$ cat config.mk
export PLATFORM = sky130hd
export DESIGN_NAME = gpg_queue
export DESIGN_NICKNAME = d
export VERILOG_FILES = /design/src/hw/rtl/gpg_pkg.sv /design/src/hw/rtl/gpg_queue.sv
export SDC_FILE = /design/constraint.sdc
export NUM_CORES = 1
export LEC_CHECK = 0
export BUFFER_PORTS_ARGS = -buffer_cell sky130_fd_sc_hd__buf_4
export CORE_ASPECT_RATIO = 0.6
export CORE_MARGIN = 8
export CORE_UTILIZATION = 52
export DETAILED_ROUTE_END_ITERATION = 16
export GPL_TIMING_DRIVEN = 1
export PLACE_DENSITY = 0.8
export REMOVE_ABC_BUFFERS = 1
export SLEW_MARGIN = 20
export SYNTH_ARGS = -nofsm -noshare
export SYNTH_HDL_FRONTEND = slang
export SYNTH_SLANG_ARGS = --single-unit
$ cat constraint.sdc
create_clock -name clk -period 12.5 [get_ports clk]
set_input_delay 1.25 -clock clk [delete_from_list [all_inputs] [get_ports clk]]
set_output_delay 1.25 -clock clk [all_outputs]
set_load 0.01 [all_outputs]
$ cat src/hw/rtl/gpg_pkg.sv
// ----------------------------------------------------------------------------
// gpg_pkg
// Shared types, constants and palette for the gradient pixel generator.
// ----------------------------------------------------------------------------
package gpg_pkg;

  localparam int DEF_MAX_WIDTH  = 2048;
  localparam int DEF_MAX_HEIGHT = 2048;

  localparam int PROJ_W     = 32;
  localparam int COLOR_W    = 17;
  localparam int NOISE_W    = 7;
  localparam int T_W        = 17;
  localparam int DIV_STEPS  = 16;
  localparam int MOD_STEPS  = 15;
  localparam int CFG_IDX_W  = 3;
  localparam int CFG_DATA_W = 16;
  localparam int QUEUE_DEPTH = 2;

  // register indexes
  localparam logic [CFG_IDX_W-1:0] CFG_TIME   = 3'd0;
  localparam logic [CFG_IDX_W-1:0] CFG_GRAIN  = 3'd1;
  localparam logic [CFG_IDX_W-1:0] CFG_DIR_X  = 3'd2;
  localparam logic [CFG_IDX_W-1:0] CFG_DIR_Y  = 3'd3;
  localparam logic [CFG_IDX_W-1:0] CFG_WIDTH  = 3'd4;
  localparam logic [CFG_IDX_W-1:0] CFG_HEIGHT = 3'd5;

  // register reset values
  localparam logic [12:0] RST_TIME   = 13'd3072;
  localparam logic [4:0]  RST_GRAIN  = 5'd5;
  localparam logic [15:0] RST_DIR_X  = 16'd0;
  localparam logic [15:0] RST_DIR_Y  = 16'd16384;
  localparam logic [11:0] RST_WIDTH  = 12'd1920;
  localparam logic [11:0] RST_HEIGHT = 12'd1080;

  localparam logic [31:0] SEED_INIT  = 32'd1337;
  localparam logic [31:0] LCG_MUL    = 32'd1103515245;
  localparam logic [31:0] LCG_INC    = 32'd12345;
  localparam logic [21:0] DIV6_RECIP = 22'd2796203;   // ceil(2^24 / 6)
  localparam logic [12:0] TIME_MAX   = 13'd6144;
  localparam logic [PROJ_W-1:0] RANGE_ONE = PROJ_W'(16384);

  typedef struct packed {
    logic [12:0] time_of_day;
    logic [4:0]  grain;
    logic [15:0] dir_x;
    logic [15:0] dir_y;
    logic [11:0] frame_width;
    logic [11:0] frame_height;
  } cfg_t;

  typedef struct packed {
    logic [PROJ_W-1:0]            num;
    logic [PROJ_W-1:0]            rng;
    logic [2:0][COLOR_W-1:0]      top;
    logic [2:0][COLOR_W-1:0]      bot;
    logic [NOISE_W-1:0]           noise;
    logic                         eol;
    logic                         eof;
  } entry_t;

  // palette color {r,g,b}; sel_bot picks the bottom palette
  function automatic logic [23:0] pal_rgb(input logic sel_bot, input logic [1:0] seg);
    logic [23:0] c;
    unique case ({sel_bot, seg})
      3'b000: c = {8'd10,  8'd10,  8'd25};
      3'b001: c = {8'd200, 8'd100, 8'd80};
      3'b010: c = {8'd100, 8'd200, 8'd255};
      3'b011: c = {8'd80,  8'd40,  8'd100};
      3'b100: c = {8'd5,   8'd5,   8'd15};
      3'b101: c = {8'd100, 8'd50,  8'd60};
      3'b110: c = {8'd180, 8'd230, 8'd255};
      3'b111: c = {8'd250, 8'd120, 8'd80};
    endcase
    return c;
  endfunction

endpackage

$ cat src/hw/rtl/gpg_queue.sv
// ----------------------------------------------------------------------------
// gpg_queue
// Two-entry queue of classified pixel jobs between front and back.
// ----------------------------------------------------------------------------
module gpg_queue (
  input  logic            clk,
  input  logic            rst_n,
  input  logic            push_i,
  input  gpg_pkg::entry_t entry_i,
  output logic            full_o,
  input  logic            pop_i,
  output gpg_pkg::entry_t entry_o,
  output logic            empty_o
);

  gpg_pkg::entry_t mem_r [gpg_pkg::QUEUE_DEPTH];
  logic       wp_r, wp_nxt;
  logic       rp_r, rp_nxt;
  logic [1:0] cnt_r, cnt_nxt;

  assign full_o  = (cnt_r == 2'(gpg_pkg::QUEUE_DEPTH));
  assign empty_o = (cnt_r == 2'd0);
  assign entry_o = mem_r[rp_r];

  // advance pointers and fill count
  always_comb begin
    wp_nxt  = push_i ? ~wp_r : wp_r;
    rp_nxt  = pop_i ? ~rp_r : rp_r;
    cnt_nxt = cnt_r + 2'(push_i) - 2'(pop_i);
  end

  always_ff @(posedge clk) begin
    if (!rst_n) begin
      wp_r  <= 1'b0;
      rp_r  <= 1'b0;
      cnt_r <= 2'd0;
    end else begin
      wp_r  <= wp_nxt;
      rp_r  <= rp_nxt;
      cnt_r <= cnt_nxt;
    end
  end

  // store entry
  always_ff @(posedge clk) begin
    if (push_i) begin
      mem_r[wp_r] <= entry_i;
    end
  end

  a_no_overflow: assert property (@(posedge clk) disable iff (!rst_n) push_i |-> !full_o)
    else $error("queue push while full");
  a_no_underflow: assert property (@(posedge clk) disable iff (!rst_n) pop_i |-> !empty_o)
    else $error("queue pop while empty");

endmodule

==> results.yml <==
status:
  status: "complete, no violations"
synth:
  ys_ff_latch: 355
  synth_largest_area_cell: "edfxtp_1"
  synth_area_per_cell_um2: 22.8
  synth_top_area_frac: 0.815
  yosysWarnings: 0
  synthesis.area_um2: 12900
  syn_inst: 565
  ys_top_cells_by_area: "edfxtp_1 81%, mux2_2 15%, buf_6 1.3%"
  synth.distinct_cells: 14
  yosysSeqAreaShare: 0.823
place:
  dp.cells: 1230
  hpwl_um: 19800
  gp_congestion: 0.789
  portBuffers: 355
detailed_routing:
  viasPerCell: 5.14
  wirelength_um: 28700
  drc_errors: 0
  ant_nets: 0
  num_vias: 6645
  routedWlPerCell_um: 22.2
  drt_iter0_drc: 657
  drt-pass1-iter-count: 5
sta:
  fmax_ghz: 0.250
  finalCritPeriodShare: 0.320
  skew_ps: 7.24
  worst_pin_slew_ps: 1090
  whs_ps: 585
  finalSetupTns_ps: 0
  period_needed_ps: 4000
  final-max-slew-violation-count: 0
  slew-limit-headroom: 0.276
  setup_violations: 0
  rsz0062_at_grt: "no"
  hold_viol: 0
global_routing:
  grt_usage: 0.179
  grt_overflow: 0
  grt_max_degree: 80
  grt_pass1_wl_um: 41300
  grt_pass1_vias: 6798
  antenna_found_initial: 1
power_and_ir_drop:
  power_uw: 2780
  vdd_ir_drop_max_uv: 154
  powerDensity_nw_per_um2: 163
  p_leak_uw: 0.00636
cts:
  postCtsHoldBufs: 0
  numCtsBuffers: 34
  cts-htree-levels: 2
  cts_buffer_depth: 3
  clockRootBuffer: "clkbuf_16"
  postCtsSetupBuffers: 0
  cts_sinks: 355
  cts_tree: "done"
  insertion_delay_ps: 500
  cts.repair.resized: 0
  clk_pin_slew_ps: 60
worst_setup_path:
  cpMostUsedCell: "buf_4"
  cp_slowest_cell: "dfxtp_4"
  crit_type: "reg -> out"
  timing.rr.start: "wp_r$_SDFFE_PN0P_"
  rrSetupSlack_ps: 10130
  reg2reg_depth: 2
  critical_path_arrival_ps: 2750
  crit_chain: "buf_4, mux2_2, buf_4"
  crit_buf_inv: 2
  crit_path_max_fanout: 65
  cp_slowest_stage_delay_ps: 780
  cp-start-kind: "register"
  required_ps: 11250
  critPathTopFamily: "buffers and inverters"
  end_kind: "output pin"
  path_depth: 3
floorplanning:
  die_w_um: 219
  io_pins: 356
  die_y_um: 138
  core-area_um2: 24300
  fp.dieArea_um2: 30300
  initial_core_util: 0.531
  placementRows: 44
job:
  max_cap_viol_count: 0
finish:
  diodes: 0
  layoutNonFillerInstCount: 1292
  syn_to_final_growth_pct: 32.0
  fin_nets: 1125
  nFillCells: 1474
  drive_gt1_frac: 0.610
hold_path:
  hold-path-cell-count: 2
  hold_start: "rp_r$_SDFFE_PN0P_"
  hold_path_class: "reg -> reg"
sequential cells by signal, summed over array words and instances, names as in the netlist, named ones only:
name	cells
mem_r	350
cnt_r	2
rp_r	1
wp_r	1
synthesized netlist by cell type:
cell type and instances:
buf_6 15, o21a_1 1, buf_4 2, ha_1 2
nor2b_1 4, edfxtp_1 350, mux2_2 175, xor2_1 1
xnor3_1 1, dfxtp_1 5, inv_1 2, and2_1 4
nor2_1 1, buf_2 2
worst min-delay path: stages (launching register included):
cell and delay, ps:
dfxtp_1 320, xor2_1 80, and2_1 150
report_power, final:
| group | total (µW) | internal, µW | switching [µW] |
|---|---|---|---|
| sequential | 1400 | 1380 | 20.4 |
| combinational | 316 | 171 | 145 |
| clock | 1060 | 645 | 419 |
logic make-up after synthesis:
group | count (synthesis) | synth area share
buf+inv | 21 | 0.0156
simple gates | 9 | 0.00417
fa+ha+maj | 2 | 0.00194
xor+xnor | 2 | 0.00242
mux | 175 | 0.153
flops | 355 | 0.823
compound gates | 1 | 0.000582
final timing paths:
check                                          endpoint
worst min register to register                 register
worst max-delay path                       entry_o[125]
worst max register to register  mem_r[1][125]$_DFFE_PP_
worst min-delay path                           register
layout by cell type, fill, tap and decap left out:
cell type     n
clkinv_4      2
dfxtp_4       1
clkinvlp_4    3
edfxtp_1    350
and2_4        1
clkinv_1      4
nor2_1        1
bufinv_16     5
dfxtp_1       4
inv_6         1
clkbuf_1      6
buf_4       362
nor2b_4       1
and2_1        3
o21a_1        1
nor2b_1       3
clkbuf_16    37
inv_1         2
ha_1          2
xnor3_1       1
clkinv_2      4
xor2_1        1
mux2_2      175
through the flow:
stage                util  setup WS (ps)  cell area, µm²
finish              0.701           8500           17000
global route        0.701           8350           17000
CTS                 0.701           8470           17000
detailed placement  0.652           9020           15800
global placement    0.652           9000           15800
floorplan               -           2930           12700
per-layer routing:
layer	global-route usage	share of wire	up-vias
li1	-	-	3009
met1	0.222	0.38	3299
met2	0.291	0.49	296
met3	0.0717	0.11	39
met4	0.0434	0.017	2
met5	0	0.00052	-
cell type report:
cell class	instances	area, µm²	share of cell area
Clock buffer	43	948	0.0557
Clock inverter	19	234	0.0137
Inverter	2	7.51	0.000441
Multi-Input combinational cell	189	2100	0.123
Sequential cell	355	10600	0.624
Tap cell	322	403	0.0237
Timing Repair Buffer	362	2720	0.160
(Power assumes the default switching activity.)
