$ cat src/hw/rtl/gpg_pkg.sv
// ----------------------------------------------------------------------------
// gpg_pkg
// Shared types, constants and palette for the gradient pixel generator.
// ----------------------------------------------------------------------------
package gpg_pkg;

  localparam int DEF_MAX_WIDTH  = 2048;
  localparam int DEF_MAX_HEIGHT = 2048;

  localparam int PROJ_W     = 32;
  localparam int COLOR_W    = 17;
  localparam int NOISE_W    = 7;
  localparam int T_W        = 17;
  localparam int DIV_STEPS  = 16;
  localparam int MOD_STEPS  = 15;
  localparam int CFG_IDX_W  = 3;
  localparam int CFG_DATA_W = 16;
  localparam int QUEUE_DEPTH = 2;

  // register indexes
  localparam logic [CFG_IDX_W-1:0] CFG_TIME   = 3'd0;
  localparam logic [CFG_IDX_W-1:0] CFG_GRAIN  = 3'd1;
  localparam logic [CFG_IDX_W-1:0] CFG_DIR_X  = 3'd2;
  localparam logic [CFG_IDX_W-1:0] CFG_DIR_Y  = 3'd3;
  localparam logic [CFG_IDX_W-1:0] CFG_WIDTH  = 3'd4;
  localparam logic [CFG_IDX_W-1:0] CFG_HEIGHT = 3'd5;

  // register reset values
  localparam logic [12:0] RST_TIME   = 13'd3072;
  localparam logic [4:0]  RST_GRAIN  = 5'd5;
  localparam logic [15:0] RST_DIR_X  = 16'd0;
  localparam logic [15:0] RST_DIR_Y  = 16'd16384;
  localparam logic [11:0] RST_WIDTH  = 12'd1920;
  localparam logic [11:0] RST_HEIGHT = 12'd1080;

  localparam logic [31:0] SEED_INIT  = 32'd1337;
  localparam logic [31:0] LCG_MUL    = 32'd1103515245;
  localparam logic [31:0] LCG_INC    = 32'd12345;
  localparam logic [21:0] DIV6_RECIP = 22'd2796203;   // ceil(2^24 / 6)
  localparam logic [12:0] TIME_MAX   = 13'd6144;
  localparam logic [PROJ_W-1:0] RANGE_ONE = PROJ_W'(16384);

  typedef struct packed {
    logic [12:0] time_of_day;
    logic [4:0]  grain;
    logic [15:0] dir_x;
    logic [15:0] dir_y;
    logic [11:0] frame_width;
    logic [11:0] frame_height;
  } cfg_t;

  typedef struct packed {
    logic [PROJ_W-1:0]            num;
    logic [PROJ_W-1:0]            rng;
    logic [2:0][COLOR_W-1:0]      top;
    logic [2:0][COLOR_W-1:0]      bot;
    logic [NOISE_W-1:0]           noise;
    logic                         eol;
    logic                         eof;
  } entry_t;

  // palette color {r,g,b}; sel_bot picks the bottom palette
  function automatic logic [23:0] pal_rgb(input logic sel_bot, input logic [1:0] seg);
    logic [23:0] c;
    unique case ({sel_bot, seg})
      3'b000: c = {8'd10,  8'd10,  8'd25};
      3'b001: c = {8'd200, 8'd100, 8'd80};
      3'b010: c = {8'd100, 8'd200, 8'd255};
      3'b011: c = {8'd80,  8'd40,  8'd100};
      3'b100: c = {8'd5,   8'd5,   8'd15};
      3'b101: c = {8'd100, 8'd50,  8'd60};
      3'b110: c = {8'd180, 8'd230, 8'd255};
      3'b111: c = {8'd250, 8'd120, 8'd80};
    endcase
    return c;
  endfunction

endpackage

$ cat src/hw/rtl/gpg_back.sv
// ----------------------------------------------------------------------------
// gpg_back
// Normalizes projection to t, blends the colors, adds noise, clamps.
// ----------------------------------------------------------------------------
module gpg_back (
  input  logic            clk,
  input  logic            rst_n,
  input  logic            empty_i,
  output logic            pop_o,
  input  gpg_pkg::entry_t entry_i,
  output logic            out_valid,
  input  logic            out_stall,
  output logic [7:0]      out_red,
  output logic [7:0]      out_green,
  output logic [7:0]      out_blue,
  output logic            out_end_of_line,
  output logic            out_end_of_frame
);

  localparam int PW = gpg_pkg::PROJ_W;
  localparam int TW = gpg_pkg::T_W;

  localparam logic [2:0] B_IDLE = 3'd0;
  localparam logic [2:0] B_DIV  = 3'd1;
  localparam logic [2:0] B_MUL  = 3'd2;
  localparam logic [2:0] B_SUM  = 3'd3;
  localparam logic [2:0] B_OUT  = 3'd4;

  logic [2:0]            state_r, state_nxt;
  gpg_pkg::entry_t       e_r, e_nxt;
  logic [PW-1:0]         rem_r, rem_nxt;
  logic [TW-1:0]         t_r, t_nxt;
  logic [3:0]            cnt_r, cnt_nxt;
  logic                  sat_r, sat_nxt;
  logic signed [35:0]    prod_r [3];
  logic signed [35:0]    prod_nxt [3];
  logic                  valid_r, valid_nxt;
  logic [2:0][7:0]       ch_r, ch_nxt;
  logic                  eol_r, eol_nxt, eof_r, eof_nxt;

  logic [PW:0]           rem2, rng_e;
  logic                  ge;
  logic signed [35:0]    diff_e, t_e;
  logic signed [39:0]    v;
  logic signed [17:0]    chv;

  assign rng_e = {1'b0, e_r.rng};
  assign rem2  = {rem_r, 1'b0};
  assign ge    = (rem2 >= rng_e);
  assign pop_o = (state_r == B_IDLE) && !empty_i;

  always_comb begin
    state_nxt = state_r;
    e_nxt     = e_r;
    rem_nxt   = rem_r;
    t_nxt     = t_r;
    cnt_nxt   = cnt_r;
    sat_nxt   = sat_r;
    valid_nxt = valid_r;
    ch_nxt    = ch_r;
    eol_nxt   = eol_r;
    eof_nxt   = eof_r;
    diff_e    = '0;
    t_e       = '0;
    v         = '0;
    chv       = '0;
    for (int i = 0; i < 3; i++) begin
      prod_nxt[i] = prod_r[i];
    end
    unique case (state_r)
      B_IDLE: begin
        if (!empty_i) begin
          e_nxt     = entry_i;
          rem_nxt   = entry_i.num;
          sat_nxt   = (entry_i.num >= entry_i.rng);
          t_nxt     = '0;
          cnt_nxt   = '0;
          state_nxt = B_DIV;
        end
      end
      B_DIV: begin
        // one quotient bit per cycle; at or past the range t is one
        if (sat_r) begin
          t_nxt     = TW'(65536);
          state_nxt = B_MUL;
        end else begin
          rem_nxt = ge ? PW'(rem2 - rng_e) : PW'(rem2);
          t_nxt   = {t_r[TW-2:0], ge};
          cnt_nxt = cnt_r + 4'd1;
          if (cnt_r == 4'(gpg_pkg::DIV_STEPS - 1)) begin
            state_nxt = B_MUL;
          end
        end
      end
      B_MUL: begin
        for (int i = 0; i < 3; i++) begin
          diff_e = 36'($signed(e_r.bot[i])) - 36'($signed(e_r.top[i]));
          t_e    = 36'(t_r);
          prod_nxt[i] = diff_e * t_e;
        end
        state_nxt = B_SUM;
      end
      B_SUM: begin
        for (int i = 0; i < 3; i++) begin
          v = $signed({24'(signed'(e_r.top[i])), 16'd0}) + 40'(prod_r[i]);
          if (v < 0) v = '0;
          chv = $signed({2'b0, v[39:24]}) + 18'($signed(e_r.noise));
          if (chv < 0) chv = '0;
          else if (chv > 18'sd255) chv = 18'sd255;
          ch_nxt[i] = chv[7:0];
        end
        eol_nxt   = e_r.eol;
        eof_nxt   = e_r.eof;
        valid_nxt = 1'b1;
        state_nxt = B_OUT;
      end
      B_OUT: begin
        if (!out_stall) begin
          valid_nxt = 1'b0;
          state_nxt = B_IDLE;
        end
      end
      default: state_nxt = B_IDLE;
    endcase
  end

  always_ff @(posedge clk) begin
    if (!rst_n) begin
      state_r <= B_IDLE;
      valid_r <= 1'b0;
    end else begin
      state_r <= state_nxt;
      valid_r <= valid_nxt;
    end
  end

  always_ff @(posedge clk) begin
    e_r   <= e_nxt;
    rem_r <= rem_nxt;
    t_r   <= t_nxt;
    cnt_r <= cnt_nxt;
    sat_r <= sat_nxt;
    ch_r  <= ch_nxt;
    eol_r <= eol_nxt;
    eof_r <= eof_nxt;
    for (int i = 0; i < 3; i++) begin
      prod_r[i] <= prod_nxt[i];
    end
  end

  assign out_valid        = valid_r;
  assign out_red          = ch_r[0];
  assign out_green        = ch_r[1];
  assign out_blue         = ch_r[2];
  assign out_end_of_line  = eol_r;
  assign out_end_of_frame = eof_r;

  a_valid_state: assert property (@(posedge clk) disable iff (!rst_n)
    valid_r == (state_r == B_OUT))
    else $error("result valid outside output state");
  a_t_bound: assert property (@(posedge clk) disable iff (!rst_n)
    (state_r == B_MUL) |-> (t_r <= TW'(65536)))
    else $error("t above one");

endmodule

$ cat config.mk
export PLATFORM = sky130hd
export DESIGN_NAME = gpg_back
export DESIGN_NICKNAME = d
export VERILOG_FILES = /design/src/hw/rtl/gpg_pkg.sv /design/src/hw/rtl/gpg_back.sv
export SDC_FILE = /design/constraint.sdc
export NUM_CORES = 2
export LEC_CHECK = 0
export BUFFER_PORTS_ARGS = -buffer_cell sky130_fd_sc_hd__buf_2
export CORE_UTILIZATION = 57
export DETAILED_ROUTE_END_ITERATION = 16
export PLACE_DENSITY_LB_ADDON = 0.3
export SLEW_MARGIN = 25
export SYNTH_ARGS = -nofsm -noshare
export SYNTH_HDL_FRONTEND = slang
export SYNTH_SLANG_ARGS = --single-unit
export TNS_END_PERCENT = 1
$ cat constraint.sdc
create_clock -name clk -period 8.26 [get_ports clk]
set_input_delay 1.652 -clock clk [delete_from_list [all_inputs] [get_ports clk]]
set_output_delay 1.652 -clock clk [all_outputs]
set_load 0.005 [all_outputs]
==> results.tsv <==
metric	value	unit
CTS tree	yes	
row count	110	
Final Hold Viols	0	
Synth Area per Inst	9.58	um^2
DR DRC count	0	
Initial Util	57.5	%
GRT overflow	0	
Synth Area in Adders	47.2	%
Cells after DPL	6789	
Met1 Routed Length	50700	um
I/O pin cnt	207	
area occupied by multi-input gates	38300	um^2
Layout Cell Area excl Fill	57500	um^2
CTS H-Tree Depth	2	
final wirelength	124000	um
DR top layer	met4	
Detailed Route Iter0 Violations	2151	
CTS buffer count	36	
main combinational cell family by area after synthesis	adder cells	
CP required	8.58	ns
Slew headroom	25.5	%
Placed Area	55100	um^2
complex-gate fraction of the synthesized area	6.83	%
Post-synth top flop	edfxtp_1	
Post-synth EDFFs	283	
Post-layout nets	7262	
post-synth top area cell	fa_1	
storage element area	8580	um^2
CTS root buf	clkbuf_16	
wire length on met2	60900	um
Final min period	8.22	ns
Layout area overhead	11.3	%
YS warnings	0	
Mapped Area	51700	um^2
RSZ-0062 raised after global routing	yes	
die area	91900	um^2
synth top area cells	fa_1, edfxtp_1, ha_1	
DR pass1 iterations	7	
Max Fclk	0.122	GHz
area share of the largest cell type after synthesis	35.5	%
met3 routed WL	8060	um
share of cells above drive strength 1	12.0	%
Post-Synth Simple-Gate Area	14.5	%
Worst-path clk slew	0.06	ns
leading cell type in the layout, fill and taps excluded	inv_1	
Slowest cell on crit path	fa_1	
first-pass GRT wire length	199000	um
pre-CTS WS	-0.192	ns
Post-Synth XOR/XNOR Area	3.39	%
largest net degree at the start of global routing	112	
GRT Total Usage	27.5	%
Least-Margin Pin Slew	1.12	ns
I/O Buffers	206	
outcome	finished clean	
CP most frequent cell	fa_1	
setup violators final	0	
Pins Over Slew Limit	0	
core footprint	89900	um^2
CTS sink count	287	
critical path class	flip-flop to flip-flop	
post-route insts no fill	6897	
async set-reset flop share out of synthesis	0	%
post-DR vias/cell	5.42	
final antenna-violating net count	0	
detailed-route via count	37400	
sequential fraction of the synthesis area	16.6	%
Skew-Pair Late Insertion Delay	0.61	ns
WL/cell	18.0	um
CP Max Fanout	7	
max-cap viol count	0	
# fillers	7233	
Clock Skews	0.0262	ns
die width	303	um
via count of the first global-routing pass	39200	
Startpoint Class	flip-flop	
hold-fix buffers at CTS	0	
Crit. End Element	flip-flop	
#FFs+latches synth	287	
RD Place Congestion	0.897	
Crit path largest cell delay	0.59	ns
commonest non-fill, non-tap cells in the layout	inv_1, fa_1, nand2_1, ha_1, and2_1	
initial antenna violation count	0	
setup ws final	0.0355	ns
CP arrival	8.54	ns
synth unique cells	85	
Antenna Cells	0	
Util after Layout	64.0	%
Die H	303	um
maximum clock insertion buffer count	3	
Post-Syn Nets	6965	
Period Utilization, post-route	99.6	%
mux share of post-synthesis cell area	0.760	%
HPWL Detailed	97600	um
Synth Instances	5397	
Min-Delay Path Class	flip-flop to flip-flop	
-- metal layers --
layer	up-vias	GRT usage, %
met5	-	0
met4	0	9.92
met3	237	4.21
met2	1141	47.1
met1	18700	35.5
li1	17200	-
-- Yosys cell counts, types with 37 or more instances --
library cell  number
and3_1            37
o21ai_0          107
a21oi_1          142
a21o_1            67
nand2_1          566
fa_1             916
xnor2_1          146
nor2_1           138
nand2b_1          57
ha_1             473
nand3_1           48
edfxtp_1         283
nor2b_1          113
o21a_1            38
xor2_1            54
inv_1           1267
and2_1           372
clkbuf_1         171
nor3_1            47
-- worst paths after layout --
| check | startpoint | end | slack [ns] | cells past startpoint |
|---|---|---|---|---|
| worst max-delay path | e_r[10]$_DFFE_PP_ | prod_r[0][35]$_DFFE_PN_ | 0.04 | 32 |
| worst min-delay path | e_r[0]$_DFFE_PP_ | out_end_of_frame$_DFFE_PP_ | 0.42 | 0 |
| worst max register to register | e_r[10]$_DFFE_PP_ | prod_r[0][35]$_DFFE_PN_ | 0.04 | 32 |
| worst min register to register | e_r[0]$_DFFE_PP_ | out_end_of_frame$_DFFE_PP_ | 0.42 | 0 |
-- registers in the layout, summed over array words and instances, names as in the netlist --
name	cells
e_r	143
prod_r	60
rem_r	32
t_r	17
out_blue	8
out_green	8
out_red	8
cnt_r	4
state_r	3
out_end_of_frame	1
out_end_of_line	1
out_valid	1
sat_r	1
-- stage by stage --
step | setup TNS (ns) | hold slack, ns
after floorplan | 0 | 0.400
after global placement | -0.0987 | 0.415
after detailed placement | -1.40 | 0.405
after CTS | -0.0102 | 0.420
after global routing | -2.15 | 0.433
final | 0 | 0.419
-- critical path, delay by kind of cell, from the launching register on --
kind	cells	cell delay, ns
xor gates and xnor gates	1	0.09
and+or+nand+nor	4	0.43
AOI/OAI and AO/OA	14	2.85
DFF	1	0.40
muxes	1	0.27
buffers and inverters	4	0.27
adders and majority gates	8	3.63
-- final cells by class --
cell class / instances / area share [%]
sequential: 287 / 14.9
timing repair buffer: 446 / 5.47
inverter: 1267 / 8.28
clock buffer: 37 / 1.57
clock inverter: 28 / 0.565
multi-input combinational: 3656 / 66.6
tap: 1176 / 2.56
-- cells by family (layout without fill, tap and decap cells) --
logic type               Yosys count  count (layout)
adder cells (fa/ha/maj)         1405            1405
flip-flops                       287             287
AO/OA/AOI/OAI                    529             529
XOR/XNOR                         200             200
multiplexers                      37              37
buffers and inverters           1455            1778
AND/OR/NAND/NOR                 1484            1485
-- what timing repair did --
action,4_1_cts,5_1_grt
pin swaps,10,119
gates resized for setup,23,148
setup endpoints to repair,16,37
cloned,0,4
buffers inserted,10,28
Power is not shown: default switching activity piles up to over one toggle a cycle in this logic, so the estimate is an artifact.
