<file path="config.mk">
export PLATFORM = sky130hd
export DESIGN_NAME = gpg_front
export DESIGN_NICKNAME = d
export VERILOG_FILES = /design/src/hw/rtl/gpg_pkg.sv /design/src/hw/rtl/gpg_front.sv
export SDC_FILE = /design/constraint.sdc
export NUM_CORES = 2
export LEC_CHECK = 0
export CORE_ASPECT_RATIO = 0.5
export CORE_UTILIZATION = 45
export DETAILED_ROUTE_END_ITERATION = 12
export DONT_BUFFER_PORTS = 1
export GPL_TIMING_DRIVEN = 0
export HOLD_SLACK_MARGIN = 0.06
export MAX_ROUTING_LAYER = met4
export SLEW_MARGIN = 15
export SYNTH_ARGS = -nofsm -noshare
export SYNTH_HDL_FRONTEND = slang
export SYNTH_SLANG_ARGS = --single-unit
</file>
<file path="constraint.sdc">
create_clock -name clk -period 22.7 [get_ports clk]
set_input_delay 4.54 -clock clk [delete_from_list [all_inputs] [get_ports clk]]
set_output_delay 4.54 -clock clk [all_outputs]
set_load 0.01 [all_outputs]
</file>
<file path="src/hw/rtl/gpg_pkg.sv">
// ----------------------------------------------------------------------------
// gpg_pkg
// Shared types, constants and palette for the gradient pixel generator.
// ----------------------------------------------------------------------------
package gpg_pkg;

  localparam int DEF_MAX_WIDTH  = 2048;
  localparam int DEF_MAX_HEIGHT = 2048;

  localparam int PROJ_W     = 32;
  localparam int COLOR_W    = 17;
  localparam int NOISE_W    = 7;
  localparam int T_W        = 17;
  localparam int DIV_STEPS  = 16;
  localparam int MOD_STEPS  = 15;
  localparam int CFG_IDX_W  = 3;
  localparam int CFG_DATA_W = 16;
  localparam int QUEUE_DEPTH = 2;

  // register indexes
  localparam logic [CFG_IDX_W-1:0] CFG_TIME   = 3'd0;
  localparam logic [CFG_IDX_W-1:0] CFG_GRAIN  = 3'd1;
  localparam logic [CFG_IDX_W-1:0] CFG_DIR_X  = 3'd2;
  localparam logic [CFG_IDX_W-1:0] CFG_DIR_Y  = 3'd3;
  localparam logic [CFG_IDX_W-1:0] CFG_WIDTH  = 3'd4;
  localparam logic [CFG_IDX_W-1:0] CFG_HEIGHT = 3'd5;

  // register reset values
  localparam logic [12:0] RST_TIME   = 13'd3072;
  localparam logic [4:0]  RST_GRAIN  = 5'd5;
  localparam logic [15:0] RST_DIR_X  = 16'd0;
  localparam logic [15:0] RST_DIR_Y  = 16'd16384;
  localparam logic [11:0] RST_WIDTH  = 12'd1920;
  localparam logic [11:0] RST_HEIGHT = 12'd1080;

  localparam logic [31:0] SEED_INIT  = 32'd1337;
  localparam logic [31:0] LCG_MUL    = 32'd1103515245;
  localparam logic [31:0] LCG_INC    = 32'd12345;
  localparam logic [21:0] DIV6_RECIP = 22'd2796203;   // ceil(2^24 / 6)
  localparam logic [12:0] TIME_MAX   = 13'd6144;
  localparam logic [PROJ_W-1:0] RANGE_ONE = PROJ_W'(16384);

  typedef struct packed {
    logic [12:0] time_of_day;
    logic [4:0]  grain;
    logic [15:0] dir_x;
    logic [15:0] dir_y;
    logic [11:0] frame_width;
    logic [11:0] frame_height;
  } cfg_t;

  typedef struct packed {
    logic [PROJ_W-1:0]            num;
    logic [PROJ_W-1:0]            rng;
    logic [2:0][COLOR_W-1:0]      top;
    logic [2:0][COLOR_W-1:0]      bot;
    logic [NOISE_W-1:0]           noise;
    logic                         eol;
    logic                         eof;
  } entry_t;

  // palette color {r,g,b}; sel_bot picks the bottom palette
  function automatic logic [23:0] pal_rgb(input logic sel_bot, input logic [1:0] seg);
    logic [23:0] c;
    unique case ({sel_bot, seg})
      3'b000: c = {8'd10,  8'd10,  8'd25};
      3'b001: c = {8'd200, 8'd100, 8'd80};
      3'b010: c = {8'd100, 8'd200, 8'd255};
      3'b011: c = {8'd80,  8'd40,  8'd100};
      3'b100: c = {8'd5,   8'd5,   8'd15};
      3'b101: c = {8'd100, 8'd50,  8'd60};
      3'b110: c = {8'd180, 8'd230, 8'd255};
      3'b111: c = {8'd250, 8'd120, 8'd80};
    endcase
    return c;
  endfunction

endpackage

</file>
<file path="src/hw/rtl/gpg_front.sv">
// ----------------------------------------------------------------------------
// gpg_front
// Accepts requests, runs frame setup, forms projection and noise per pixel.
// ----------------------------------------------------------------------------
module gpg_front #(
  parameter int MAX_WIDTH  = gpg_pkg::DEF_MAX_WIDTH,
  parameter int MAX_HEIGHT = gpg_pkg::DEF_MAX_HEIGHT
) (
  input  logic            clk,
  input  logic            rst_n,
  input  gpg_pkg::cfg_t   cfg_i,
  input  logic            in_valid,
  output logic            in_stall,
  input  logic            in_frame_start,
  output logic            push_o,
  output gpg_pkg::entry_t entry_o,
  input  logic            full_i
);

  localparam int CW = $clog2(MAX_WIDTH);
  localparam int RW = $clog2(MAX_HEIGHT);
  localparam int PW = gpg_pkg::PROJ_W;
  localparam int KW = gpg_pkg::COLOR_W;

  localparam logic [2:0] F_IDLE  = 3'd0;
  localparam logic [2:0] F_SETUP = 3'd1;
  localparam logic [2:0] F_MUL   = 3'd2;
  localparam logic [2:0] F_MOD   = 3'd3;
  localparam logic [2:0] F_PUSH  = 3'd4;
  localparam logic [3:0] STEP_LAST = 4'd13;

  logic [2:0]           state_r, state_nxt;
  logic [3:0]           step_r, step_nxt;
  logic [3:0]           cnt_r, cnt_nxt;
  logic [CW-1:0]        col_r, col_nxt;
  logic [RW-1:0]        row_r, row_nxt;
  logic [31:0]          seed_r, seed_nxt;
  logic [5:0][KW-1:0]   color_r, color_nxt;
  logic signed [PW-1:0] mn_r, mn_nxt;
  logic [PW-1:0]        rng_r, rng_nxt;
  logic signed [PW-1:0] cx_r, cx_nxt, cy_r, cy_nxt;
  logic signed [PW-1:0] px_r, px_nxt, py_r, py_nxt;
  logic signed [20:0]   cprod_r, cprod_nxt;
  logic [14:0]          rbits_r, rbits_nxt;
  logic [5:0]           rem_r, rem_nxt;
  logic [PW-1:0]        num_r, num_nxt;

  logic [12:0] w13, h13, tm, seg_base;
  logic [1:0]  seg, seg_n;
  logic [10:0] f;
  logic [3:0]  sk;
  logic [2:0]  k;
  logic [1:0]  ch;
  logic        sel_bot;
  logic [23:0] rgb1, rgb2;
  logic [7:0]  c1, c2;
  logic signed [20:0] diff_e, f_e;
  logic [19:0] cmag;
  logic [41:0] qprod;
  logic signed [18:0] qs, cval;
  logic signed [PW-1:0] dxe, dye, we, he, c2s, mn_c, mx_c, p;
  logic [PW-1:0] rng_c;
  logic [31:0] seed_adv;
  logic [6:0]  rem2;
  logic [5:0]  divisor;
  logic        eol, eof;

  // saturate frame size
  always_comb begin
    if (cfg_i.frame_width == 12'd0) w13 = 13'd1;
    else if ({1'b0, cfg_i.frame_width} > 13'(MAX_WIDTH)) w13 = 13'(MAX_WIDTH);
    else w13 = {1'b0, cfg_i.frame_width};
    if (cfg_i.frame_height == 12'd0) h13 = 13'd1;
    else if ({1'b0, cfg_i.frame_height} > 13'(MAX_HEIGHT)) h13 = 13'(MAX_HEIGHT);
    else h13 = {1'b0, cfg_i.frame_height};
  end

  assign eol = (14'(col_r) + 14'd1) >= {1'b0, w13};
  assign eof = eol && ((14'(row_r) + 14'd1) >= {1'b0, h13});

  // palette segment and blend weight
  always_comb begin
    tm = (cfg_i.time_of_day > gpg_pkg::TIME_MAX) ? gpg_pkg::TIME_MAX : cfg_i.time_of_day;
    priority if (tm >= 13'd4608) begin
      seg = 2'd3; seg_base = 13'd4608;
    end else if (tm >= 13'd3072) begin
      seg = 2'd2; seg_base = 13'd3072;
    end else if (tm >= 13'd1536) begin
      seg = 2'd1; seg_base = 13'd1536;
    end else begin
      seg = 2'd0; seg_base = 13'd0;
    end
    f     = 11'(tm - seg_base);
    seg_n = seg + 2'd1;
  end

  // color step decode: two steps per color, top colors first
  always_comb begin
    sk      = step_r - 4'd2;
    k       = sk[3:1];
    sel_bot = (k >= 3'd3);
    ch      = sel_bot ? 2'(k - 3'd3) : k[1:0];
    rgb1    = gpg_pkg::pal_rgb(sel_bot, seg);
    rgb2    = gpg_pkg::pal_rgb(sel_bot, seg_n);
    unique case (ch)
      2'd0:    begin c1 = rgb1[23:16]; c2 = rgb2[23:16]; end
      2'd1:    begin c1 = rgb1[15:8];  c2 = rgb2[15:8];  end
      default: begin c1 = rgb1[7:0];   c2 = rgb2[7:0];   end
    endcase
    diff_e = 21'(c2) - 21'(c1);
    f_e    = 21'(f);
    // truncating divide by six through the reciprocal
    cmag   = cprod_r[20] ? 20'(-cprod_r) : 20'(cprod_r);
    qprod  = 42'(cmag) * 42'(gpg_pkg::DIV6_RECIP);
    qs     = cprod_r[20] ? -19'(qprod[40:24]) : 19'(qprod[40:24]);
    cval   = $signed({3'b0, c1, 8'd0}) + qs;
  end

  // frame corners and extent
  always_comb begin
    dxe  = {{(PW-16){cfg_i.dir_x[15]}}, cfg_i.dir_x};
    dye  = {{(PW-16){cfg_i.dir_y[15]}}, cfg_i.dir_y};
    we   = PW'(w13);
    he   = PW'(h13);
    c2s  = cx_r + cy_r;
    mn_c = '0;
    mx_c = '0;
    if (cx_r < mn_c) mn_c = cx_r;
    if (cy_r < mn_c) mn_c = cy_r;
    if (c2s < mn_c)  mn_c = c2s;
    if (cx_r > mx_c) mx_c = cx_r;
    if (cy_r > mx_c) mx_c = cy_r;
    if (c2s > mx_c)  mx_c = c2s;
    rng_c = PW'(mx_c - mn_c);
    if (rng_c < PW'(2)) rng_c = gpg_pkg::RANGE_ONE;
  end

  // noise and projection helpers
  always_comb begin
    seed_adv = seed_r * gpg_pkg::LCG_MUL + gpg_pkg::LCG_INC;
    divisor  = {cfg_i.grain, 1'b1};
    rem2     = {rem_r, rbits_r[14]};
    p        = px_r + py_r;
  end

  // sequencer
  always_comb begin
    state_nxt = state_r;
    step_nxt  = step_r;
    cnt_nxt   = cnt_r;
    col_nxt   = col_r;
    row_nxt   = row_r;
    seed_nxt  = seed_r;
    color_nxt = color_r;
    mn_nxt    = mn_r;
    rng_nxt   = rng_r;
    cx_nxt    = cx_r;
    cy_nxt    = cy_r;
    px_nxt    = px_r;
    py_nxt    = py_r;
    cprod_nxt = cprod_r;
    rbits_nxt = rbits_r;
    rem_nxt   = rem_r;
    num_nxt   = num_r;
    push_o    = 1'b0;
    unique case (state_r)
      F_IDLE: begin
        if (in_valid) begin
          step_nxt  = 4'd0;
          state_nxt = in_frame_start ? F_SETUP : F_MUL;
        end
      end
      F_SETUP: begin
        step_nxt = step_r + 4'd1;
        if (step_r == 4'd0) begin
          cx_nxt = we * dxe;
          cy_nxt = he * dye;
        end else if (step_r == 4'd1) begin
          mn_nxt  = mn_c;
          rng_nxt = rng_c;
        end else if (!sk[0]) begin
          cprod_nxt = diff_e * f_e;
        end else begin
          color_nxt[k] = KW'(cval);
        end
        if (step_r == STEP_LAST) begin
          seed_nxt  = gpg_pkg::SEED_INIT;
          col_nxt   = '0;
          row_nxt   = '0;
          state_nxt = F_MUL;
        end
      end
      F_MUL: begin
        px_nxt = PW'(col_r) * dxe;
        py_nxt = PW'(row_r) * dye;
        if (cfg_i.grain != 5'd0) begin
          seed_nxt = seed_adv;
        end
        rbits_nxt = seed_adv[30:16];
        rem_nxt   = '0;
        cnt_nxt   = '0;
        state_nxt = F_MOD;
      end
      F_MOD: begin
        // one remainder bit per cycle
        rem_nxt   = (rem2 >= {1'b0, divisor}) ? 6'(rem2 - {1'b0, divisor}) : rem2[5:0];
        rbits_nxt = {rbits_r[13:0], 1'b0};
        num_nxt   = (p > mn_r) ? PW'(p - mn_r) : '0;
        cnt_nxt   = cnt_r + 4'd1;
        if (cnt_r == 4'(gpg_pkg::MOD_STEPS - 1)) begin
          state_nxt = F_PUSH;
        end
      end
      F_PUSH: begin
        if (!full_i) begin
          push_o = 1'b1;
          if (eol) begin
            col_nxt = '0;
            row_nxt = eof ? '0 : row_r + RW'(1);
          end else begin
            col_nxt = col_r + CW'(1);
          end
          state_nxt = F_IDLE;
        end
      end
      default: state_nxt = F_IDLE;
    endcase
  end

  // hold pixel job
  always_comb begin
    entry_o.num   = num_r;
    entry_o.rng   = rng_r;
    entry_o.top   = color_r[2:0];
    entry_o.bot   = color_r[5:3];
    entry_o.noise = (cfg_i.grain == 5'd0) ? '0 : 7'(rem_r) - 7'(cfg_i.grain);
    entry_o.eol   = eol;
    entry_o.eof   = eof;
  end

  assign in_stall = (state_r != F_IDLE);

  always_ff @(posedge clk) begin
    if (!rst_n) begin
      state_r <= F_IDLE;
      step_r  <= '0;
      cnt_r   <= '0;
      col_r   <= '0;
      row_r   <= '0;
      seed_r  <= gpg_pkg::SEED_INIT;
      color_r <= '0;
      mn_r    <= '0;
      rng_r   <= gpg_pkg::RANGE_ONE;
    end else begin
      state_r <= state_nxt;
      step_r  <= step_nxt;
      cnt_r   <= cnt_nxt;
      col_r   <= col_nxt;
      row_r   <= row_nxt;
      seed_r  <= seed_nxt;
      color_r <= color_nxt;
      mn_r    <= mn_nxt;
      rng_r   <= rng_nxt;
    end
  end

  always_ff @(posedge clk) begin
    cx_r    <= cx_nxt;
    cy_r    <= cy_nxt;
    px_r    <= px_nxt;
    py_r    <= py_nxt;
    cprod_r <= cprod_nxt;
    rbits_r <= rbits_nxt;
    rem_r   <= rem_nxt;
    num_r   <= num_nxt;
  end

  a_push_state: assert property (@(posedge clk) disable iff (!rst_n)
    push_o |-> (state_r == F_PUSH))
    else $error("push outside push state");
  a_rem_bound: assert property (@(posedge clk) disable iff (!rst_n)
    (state_r == F_PUSH) |-> (rem_r < divisor))
    else $error("noise remainder out of range");

endmodule

</file>
==> reports/metrics.yaml <==
outcome: "finished, final reports clean"
async_flop_share: 0
hold_violations: 0
cp.depth: 42
rrSetupSlack_ns: 10.04
vias: 56500
finalNetCount: 10500
antenna_found_initial: 5
synth_cell_types: 105
hold_buffers: 0
dr.pass1.iters: 8
grt_max_degree: 61
grtUsageTotal: 0.268
utilization: 0.482
fp.dieW_um: 574
path_class: "primary input to flop"
critPathLaunch: "cfg_i[70]"
tightest_slew_ns: 1.16
cts_htree_levels: 2
clock_latency_ns: 0.65
layout_common_cells: "1,595 x inv_1, 1,062 x fa_1, 986 x ha_1"
timing.final.crit_share: 0.638
path_buf_inv: 8
post_cts_buffers: 0
reg2reg_depth: 42
drc: 0
yosys_warnings: 0
ctsResizeCount: 0
crit_end: "cprod_r[20]"
ios: 256
rsz0062_at_grt: "false"
clkTransAtPathRegs_ns: 0.07
r2r_end: "rng_r[0]"
fin_crit_ns: 14.47
setup_tns_ns: 0
cts_root_buf: "clkbuf_16"
synth_fp_nets: 10400
syn_area_per_cell_um2: 8.85
gp_congestion: 0.983
grt_pass1_vias: 56000
cp_max_fo: 11
gr-total-overflow: 0
num_rows: 104
initial_core_util: 0.455
fin_hold_ws_ns: 0.463
routed_wl_um: 213000
area_delta_synth_final_pct: 5.97
skew_ns: 0.0340
cts_buffers: 45
cp-start-kind: "primary input"
finalSetupViolations: 0
clock_sinks: 420
drt_iter0_markers: 4202
routedWlPerCell_um: 20.1
grt_pass1_wl_um: 330000
crit_required_ns: 23.09
port_buffers: 0
cp_top_family: "compound AO/OA/AOI/OAI gates"
drive_gt1_frac: 0.0208
cts_tree: "done"
dieArea_um2: 165000
ys_seq_area_frac: 0.140
cts_max_path_buffers: 3
routed_via_density: 5.35
slew_violations: 0
ant_nets: 0
max_slew_margin: 0.223
arrival_ns: 14.87
hold_class: "flop to flop"
cap_violations: 0
synth_area_um2: 73500
reg2reg_from: "cx_r[20]"
synth_flop_cell: "dfxtp_1"
chipHeight_um: 288
synth-edff-count: 190
dp_hpwl_um: 181000
ys_seq_elements: 420
final_common_cell: "inv_1"
max_stage_delay_ns: 0.91
core_area_um2: 162000
fmax_mhz: 69.1
synth_cells: 8311
critPathSlowestCell: "a211oi_1"
end_kind: "flop"
Yosys cell counts (98+ instances only):
| master | instances | share of area |
|---|---|---|
| a211oi_1 | 98 | 0.010 |
| a21o_1 | 129 | 0.013 |
| a21oi_1 | 434 | 0.030 |
| and2_1 | 403 | 0.034 |
| clkbuf_1 | 277 | 0.014 |
| dfxtp_1 | 230 | 0.063 |
| edfxtp_1 | 190 | 0.078 |
| fa_1 | 1062 | 0.29 |
| ha_1 | 986 | 0.17 |
| inv_1 | 1595 | 0.081 |
| nand2_1 | 807 | 0.041 |
| nand3_1 | 116 | 0.0079 |
| nor2_1 | 511 | 0.026 |
| nor2b_1 | 98 | 0.0083 |
| nor3_1 | 98 | 0.0067 |
| o21ai_0 | 209 | 0.014 |
| xnor2_1 | 262 | 0.031 |
| xor2_1 | 105 | 0.013 |
worst reg2reg max path, delay by kind of cell (launching register included):
family | cells | cell delay (ns)
and+or+nand+nor | 15 | 4.18
AOI/OAI and AO/OA | 17 | 4.17
buffers and inverters | 5 | 2.34
adders and majority gates | 3 | 0.79
DFF | 1 | 0.55
muxes | 1 | 0.32
xor gates and xnor gates | 1 | 0.18
per-stage QoR:
step	setup WS (ns)	cells	area, um2
4_1_cts	8.31	10600	77900
6_report	8.23	10600	77900
3_5_place_dp	7.63	10500	76400
2_1_floorplan	9.45	8311	73500
3_3_place_gp	7.64	10500	76300
5_1_grt	7.47	10600	77900
layer usage:
metal | wire length (um) | share of wire | GRT usage
met5 | 0 | 0 | -
met4 | 6390 | 0.030 | 0.0708
met3 | 12700 | 0.060 | 0.0296
met2 | 97600 | 0.46 | 0.429
met1 | 96100 | 0.45 | 0.362
cells by family (layout without fill, tap and decap cells):
family / Yosys count / after routing / share of synthesized area
XOR/XNOR: 368 / 368 / 0.0439
adder cells (fa/ha/maj): 2049 / 2049 / 0.457
AO/OA/AOI/OAI: 1252 / 1252 / 0.109
buffers and inverters: 1895 / 1986 / 0.0970
flip-flops: 420 / 420 / 0.140
other: 1 / 2 / 0.0000510
multiplexers: 32 / 32 / 0.00459
AND/OR/NAND/NOR: 2294 / 2294 / 0.149
state kept, by name, indices dropped and copies added (netlist names), 15 cells and up:
register,flops
num_r,32
py_r,28
px_r,28
rbits_r,15
rng_r,32
cx_r,30
cprod_r,21
cy_r,30
seed_r,31
mn_r,32
entry_o,102
area by class of cell:
| type | count | area [um2] |
|---|---|---|
| multi-input combinational | 5996 | 56100 |
| clock buffer | 59 | 1240 |
| antenna | 1 | 2.50 |
| inverter | 1597 | 5990 |
| tap | 2173 | 2720 |
| buffer | 298 | 1140 |
| fill | 15900 | 83700 |
| sequential | 420 | 10300 |
| clock inverter | 24 | 265 |
| timing repair buffer | 8 | 123 |
worst min path at each step:
stage | startpoint | to | slack, ns | cells past startpoint
floorplan | mn_r[31] | mn_r[31] | 0.43 | 2
global placement | mn_r[1] | mn_r[1] | 0.45 | 2
detailed placement | mn_r[1] | mn_r[1] | 0.45 | 2
CTS | mn_r[1] | mn_r[1] | 0.46 | 2
global route | mn_r[0] | mn_r[0] | 0.51 | 2
finish | mn_r[1] | mn_r[1] | 0.46 | 2
Power is not shown: default switching activity piles up to over one toggle a cycle in this logic, so the estimate is an artifact.
